==> src/rtl/omc_pkg.sv <==
// Shared types, controller states, datapath commands and helpers for the merge-cost block.
package omc_pkg;

    typedef struct packed {
        logic [15:0] record_size;
        logic        last_record;
    } t_in;

    typedef struct packed {
        logic [31:0] total_cost;
        logic [8:0]  record_count;
        logic        overflowed;
    } t_out;

    typedef enum logic [3:0] {
        ST_IDLE,
        ST_UP_CHK,
        ST_UP_CMP,
        ST_MRG_CHK,
        ST_REM_RD0,
        ST_REM_RD1,
        ST_REM_LD,
        ST_DN_L,
        ST_DN_R,
        ST_DN_CMP,
        ST_DN_MV,
        ST_REM_DONE,
        ST_ACC,
        ST_EMIT
    } t_state;

    typedef enum logic [3:0] {
        OP_NONE,
        OP_ACCEPT,
        OP_UP_CHK,
        OP_UP_CMP,
        OP_REM_RD0,
        OP_REM_RD1,
        OP_REM_LD,
        OP_DN_L,
        OP_DN_R,
        OP_DN_CMP,
        OP_DN_MV,
        OP_SAVE_A,
        OP_MRG_SUM,
        OP_ACC,
        OP_EMIT
    } t_op;

    typedef struct packed {
        t_op op;
    } t_cmd;

    typedef struct packed {
        logic full;
        logic idx_zero;
        logic up_swap;
        logic cnt_gt1;
        logic cnt_zero;
        logic lc_ok;
        logic rc_ok;
        logic best_self;
    } t_status;

    localparam logic [31:0] SAT32 = 32'hFFFF_FFFF;

    function automatic logic [31:0] add_sat(input logic [31:0] a, input logic [31:0] b);
        logic [32:0] s;
        s = {1'b0, a} + {1'b0, b};
        return s[32] ? SAT32 : s[31:0];
    endfunction

endpackage

==> src/rtl/omc_ctrl.sv <==
// Sequencer for record insertion, heap merges and result hand-off.
module omc_ctrl
    import omc_pkg::*;
(
    input  logic    i_clk,
    input  logic    i_rst_n,
    input  logic    i_in_valid,
    input  logic    i_last,
    output logic    o_in_ready,
    output logic    o_out_valid,
    input  logic    i_out_ready,
    input  t_status i_status,
    output t_cmd    o_cmd
);

    t_state r_state, n_state;
    logic   r_last, n_last;
    logic   r_second, n_second;
    logic   r_out_valid, n_out_valid;

    always_ff @(posedge i_clk) begin
        if (!i_rst_n) begin
            r_state     <= ST_IDLE;
            r_last      <= 1'b0;
            r_second    <= 1'b0;
            r_out_valid <= 1'b0;
        end else begin
            r_state     <= n_state;
            r_last      <= n_last;
            r_second    <= n_second;
            r_out_valid <= n_out_valid;
        end
    end

    always_comb begin
        n_state     = r_state;
        n_last      = r_last;
        n_second    = r_second;
        n_out_valid = r_out_valid;
        o_cmd.op    = OP_NONE;
        o_in_ready  = 1'b0;

        // drop the result beat once taken
        if (r_out_valid && i_out_ready) begin
            n_out_valid = 1'b0;
        end

        case (r_state)
            ST_IDLE: begin
                o_in_ready = 1'b1;
                if (i_in_valid) begin
                    o_cmd.op = OP_ACCEPT;
                    n_last   = i_last;
                    if (!i_status.full) begin
                        n_state = ST_UP_CHK;
                    end else if (i_last) begin
                        n_state = ST_MRG_CHK;
                    end
                end
            end
            ST_UP_CHK: begin
                o_cmd.op = OP_UP_CHK;
                if (!i_status.idx_zero) begin
                    n_state = ST_UP_CMP;
                end else begin
                    n_state = r_last ? ST_MRG_CHK : ST_IDLE;
                end
            end
            ST_UP_CMP: begin
                o_cmd.op = OP_UP_CMP;
                if (i_status.up_swap) begin
                    n_state = ST_UP_CHK;
                end else begin
                    n_state = r_last ? ST_MRG_CHK : ST_IDLE;
                end
            end
            ST_MRG_CHK: begin
                n_second = 1'b0;
                n_state  = i_status.cnt_gt1 ? ST_REM_RD0 : ST_EMIT;
            end
            ST_REM_RD0: begin
                o_cmd.op = OP_REM_RD0;
                n_state  = ST_REM_RD1;
            end
            ST_REM_RD1: begin
                o_cmd.op = OP_REM_RD1;
                n_state  = i_status.cnt_zero ? ST_REM_DONE : ST_REM_LD;
            end
            ST_REM_LD: begin
                o_cmd.op = OP_REM_LD;
                n_state  = ST_DN_L;
            end
            ST_DN_L: begin
                o_cmd.op = OP_DN_L;
                n_state  = i_status.lc_ok ? ST_DN_R : ST_REM_DONE;
            end
            ST_DN_R: begin
                o_cmd.op = OP_DN_R;
                n_state  = i_status.rc_ok ? ST_DN_CMP : ST_DN_MV;
            end
            ST_DN_CMP: begin
                o_cmd.op = OP_DN_CMP;
                n_state  = ST_DN_MV;
            end
            ST_DN_MV: begin
                o_cmd.op = OP_DN_MV;
                n_state  = i_status.best_self ? ST_REM_DONE : ST_DN_L;
            end
            ST_REM_DONE: begin
                if (!r_second) begin
                    o_cmd.op = OP_SAVE_A;
                    n_second = 1'b1;
                    n_state  = ST_REM_RD0;
                end else begin
                    o_cmd.op = OP_MRG_SUM;
                    n_state  = ST_ACC;
                end
            end
            ST_ACC: begin
                o_cmd.op = OP_ACC;
                n_state  = ST_UP_CHK;
            end
            ST_EMIT: begin
                // wait for a free result slot
                if (!r_out_valid || i_out_ready) begin
                    o_cmd.op    = OP_EMIT;
                    n_out_valid = 1'b1;
                    n_state     = ST_IDLE;
                end
            end
            default: begin
                n_state = ST_IDLE;
            end
        endcase
    end

    assign o_out_valid = r_out_valid;

endmodule

==> config.mk <==
export PLATFORM = sky130hd
export DESIGN_NAME = omc_ctrl
export DESIGN_NICKNAME = d
export VERILOG_FILES = /design/src/rtl/omc_pkg.sv /design/src/rtl/omc_ctrl.sv
export SDC_FILE = /design/constraint.sdc
export NUM_CORES = 1
export LEC_CHECK = 0
export ABC_AREA = 1
export BUFFER_PORTS_ARGS = -buffer_cell sky130_fd_sc_hd__buf_4
export CAP_MARGIN = 0
export CORE_UTILIZATION = 45
export CTS_BUF_LIST = sky130_fd_sc_hd__clkbuf_4
export CTS_CLUSTER_DIAMETER = 120
export CTS_CLUSTER_SIZE = 12
export DETAILED_ROUTE_END_ITERATION = 12
export HOLD_SLACK_MARGIN = 0.15
export PLACE_DENSITY_LB_ADDON = 0.1
export SLEW_MARGIN = 20
export SYNTH_ARGS = -nofsm -noshare
export SYNTH_HDL_FRONTEND = slang
export SYNTH_SLANG_ARGS = --single-unit
==> constraint.sdc <==
create_clock -name i_clk -period 2.8 [get_ports i_clk]
set_input_delay 0.56 -clock i_clk [delete_from_list [all_inputs] [get_ports i_clk]]
set_output_delay 0.56 -clock i_clk [all_outputs]
set_load 0.03 [all_outputs]
==> Yosys cells after proc, flatten, opt, wreduce, memory -nomap -nowiden <==
Cells that the tools add are included.
{ "totals": {"regBits": 7, "inputBits": 13, "out_inout_bits": 6} }
{ "classes": {"n_eq_ne": 16, "n_mux": 23, "reduce_logical": 7} }
{ "op_table": {"columns": ["op", "count"], "rows": [
  ["$pmux W4 S14", 1],
  ["$pmux W4 S13", 1],
  ["$mux W4", 9],
  ["$eq A4 B4 Y1 const B", 6],
  ["$eq A4 B3 Y1 const B", 4],
  ["$mux W2", 5],
  ["$eq A4 B2 Y1 const B", 2],
  ["$mux W1", 5],
  ["$eq A4 B1 Y1 const B", 1],
  ["$logic_not A4 Y1", 1],
  ["$ne A2 B2 Y1 const B", 2],
  ["$mux W3", 1],
  ["$ne A3 B3 Y1 const B", 1],
  ["$reduce_and A3 Y1", 1],
  ["$pmux W1 S2", 1],
  ["$reduce_and A2 Y1", 1],
  ["$reduce_bool A2 Y1", 1],
  ["$logic_and A1 B1 Y1", 1],
  ["$logic_not A1 Y1", 1],
  ["$logic_or A1 B1 Y1", 1]
]} }

==> Longest topological paths before layout <==
{ "logic_depth": {"word_depth": 4, "mapped_depth": 9} }

==> Least setup slack after synthesis <==
Ideal clock, no wire load.
{ "synth_path": {"kind": "register -> output", "start": "register r_state[3]", "end": "output o_cmd[1] (netlist name)", "t_arrival_ns": 1.195, "slack_ns": 1.045, "path_stages_with_launch": 6, "n_path_buf": 0, "cell_sequence": "dfxtp_1 > inv_2 > nand2_2 > nor2_1 > nor4_1 > nand3_1"} }
{ "synth_rtl": {"columns": ["item", "line_no", "source"], "rows": [
  ["start, declared", "omc_ctrl.sv:16", "t_state r_state, n_state;"],
  ["start signal, assigned", "omc_ctrl.sv:28", "r_state <= n_state;"],
  ["end, declared", "omc_ctrl.sv:13", "output t_cmd o_cmd"]
]} }

==> metrics.md <==
| Metric | Value |
|---|---|
| Yosys cell types | 19 |
| Post-route clock period utilization | 0.786 |
| Crit path time final | 2200 ps |
| Detail Route Antenna Nets | 0 |
| Metal3 WL | 131 um |
| DRC violations left | 0 |
| Clk Latency, worst-skew pair | 260 ps |
| Post-Synth XOR/XNOR Area | 0 |
| Synth-to-layout area growth | 29.6% |
| CTS sink cnt | 7 |
| # rows | 12 |
| Worst EP required | 2240 ps |
| DRT Pass-1 Iters | 4 |
| Cells after Synth | 111 |
| Max Slew Vio Count | 0 |
| Filler instances | 102 |
| Worst-path fanout max | 5 |
| R2R cell count | 8 |
| Largest net degree at the start of global routing | 7 |
| Initial antenna violation count | 0 |
| Synth warn | 0 |
| P_int | 256 uW |
| Worst setup path class | flop to primary output |
| Switch Pwr | 204 uW |
| Synth Area in Adders | 0 |
| Post-CTS Setup Inserts | 0 |
| WP data arrival | 1640 ps |
| Final hold vios | 0 |
| Routability cong. | 0.927 |
| Sw frac | 0.443 |
| Vias | 772 |
| I/O pins | 19 |
| Nets | 147 |
| GRT Resource Usage Total | 0.253 |
| Max VDD drop | 0.324 mV |
| Setup Skew | 2.60 ps |
| Combinational power share | 0.500 |
| Leakage power | 0.000420 uW |
| DP HPWL | 1.30 mm |
| Final setup viols | 0 |
| Top sig layer | met4 |
| Post-Syn Area | 617 um2 |
| Vias in the first global route | 603 |
| R2r setup slk | 1430 ps |
| Layout cells sized above 1 | 0.263 |
| Met1 wire length | 764 um |
| Post-Syn Nets | 124 |
| Avg Synthesized Cell Area | 5.56 um2 |
| Crit. End Element | primary output |
| Clk network pwr share | 0.226 |
| Aggregate global routing overflow | 0 |
| Slew @ Worst Pin | 307 ps |
| Final core utilization | 0.674 |
| CTS Hold Bufs | 0 |
| Worst Hold Depth | 2 |
| Initial Utilization | 0.520 |
| CTS tree | done |
| Status | complete, no violations |
| Core Region | 0.00119 mm2 |
| CP Launch Type | flop |
| Max frequency | 0.454 GHz |
| Synth Area in Simple Gates | 0.558 |
| First-pass GRT wire length | 2.55 mm |
| Port Buf Inserts | 18 |
| Sequential area share after synthesis | 0.227 |
| RSZ-0062 raised after global routing | no |
| Compound-Gate Fraction of Synth Area | 0.112 |
| Mux share of post-synthesis cell area | 0 |
| Slew HR | 0.795 |
| Max-cap violations | 0 |
| Vias/cell | 5.25 |
| #FFs+latches synth | 7 |
| N_diodes | 0 |
| Initial drt markers | 29 |
| Largest family of logic cells by synthesized area | simple AND/OR/NAND/NOR gates |
| DIE WIDTH | 39.0 um |
| CTS Root Cell | clkbuf_4 |
| CTS Buf Count | 3 |
| Seq pwr share | 0.274 |
| Die Area | 0.00152 mm2 |
| Cts repair resizes | 0 |
| Clock slew at reported path FFs | 50 ps |
| H-tree lvl count | 1 |
| Setup tns final | 0 ps |
| DR WL met2 | 763 um |
| Die H | 39.0 um |
| WL/cell | 11.4 um |
| Pwr/cell area | 576 mW/mm2 |
| Hold/Removal Path Class | flop to flop |
| Clk buf depth | 2 |
| Post-Route WL | 1.67 mm |
[per-layer routing]
layer  vias up  GRT usage
met2        37      0.400
li1        397          -
met3         2     0.0520
met5         -          0
met4         0      0.103
met1       336      0.329
[cells by family after synthesis]
family | after synthesis
simple gates | 75
compound gates | 12
flops | 7
buf+inv | 17
[worst paths after layout]
path               from    endpoint
min reg2reg    r_second    r_second
max reg2reg  r_state[0]  r_state[0]
max          r_state[3]    o_cmd[1]
min            r_second    r_second
[cell usage in the layout (no fill, tap or decap), types with 3 or more instances in the layout]
master and count:
nor2_1 19, nor2_2 4, nand2_1 31, a21oi_1 3, buf_4 18, o21ai_0 4
inv_2 4, nand3_1 9, dfxtp_1 7, inv_1 13, nand3b_1 4, nand2_2 3
clkbuf_4 4
[cell type report]
type | count | area [um2] | area share
sequential | 7 | 140 | 0.175
inverter | 17 | 63.8 | 0.0798
multi-input combinational | 87 | 413 | 0.516
timing repair buffer | 18 | 135 | 0.169
tap | 14 | 17.5 | 0.0219
clock buffer | 4 | 30.0 | 0.0376
[synthesized netlist by cell type (all sizes together)]
cell | number | share of area
o22ai | 1 | 0.010
nor3b | 1 | 0.012
nand3b | 4 | 0.049
nand3 | 9 | 0.073
nand2 | 34 | 0.22
a21oi | 3 | 0.024
nor2 | 24 | 0.17
dfxtp | 7 | 0.23
o21ai | 7 | 0.063
nor4 | 1 | 0.010
inv | 17 | 0.10
nand4 | 2 | 0.020
a41oi | 1 | 0.014
[stage by stage]
step | hold WS, ps | power (uW) | worst slack [ps] | instance area (um2) | cells
finish | 496 | 460 | 599 | 800 | 147
global route | 530 | 489 | 529 | 800 | 147
floorplan | 450 | 281 | 1050 | 617 | 111
global placement | 519 | 351 | 986 | 769 | 143
detailed placement | 478 | 351 | 918 | 769 | 143
CTS | 489 | 461 | 629 | 800 | 147
[state kept, by name, indices dropped and copies added, names as in the netlist]
register,cells
r_state,4
o_out_valid,1
r_last,1
r_second,1
[power by group through the flow]
stage	Combinational [uW]	Clock (uW)	Sequential [uW]
6_report	230	104	126
5_1_grt	249	114	127
4_1_cts	227	108	125
3_5_place_dp	224	0	127
3_3_place_gp	223	0	128
2_1_floorplan	156	0	124
[worst max-delay path, stage by stage (launching register included)]
cell and delay (ps):
dfxtp_1 490, inv_2 100, nand2_2 120, nor2_1 90, nor4_1 280, nand3_1 120, buf_4 190
(Power assumes the default switching activity.)
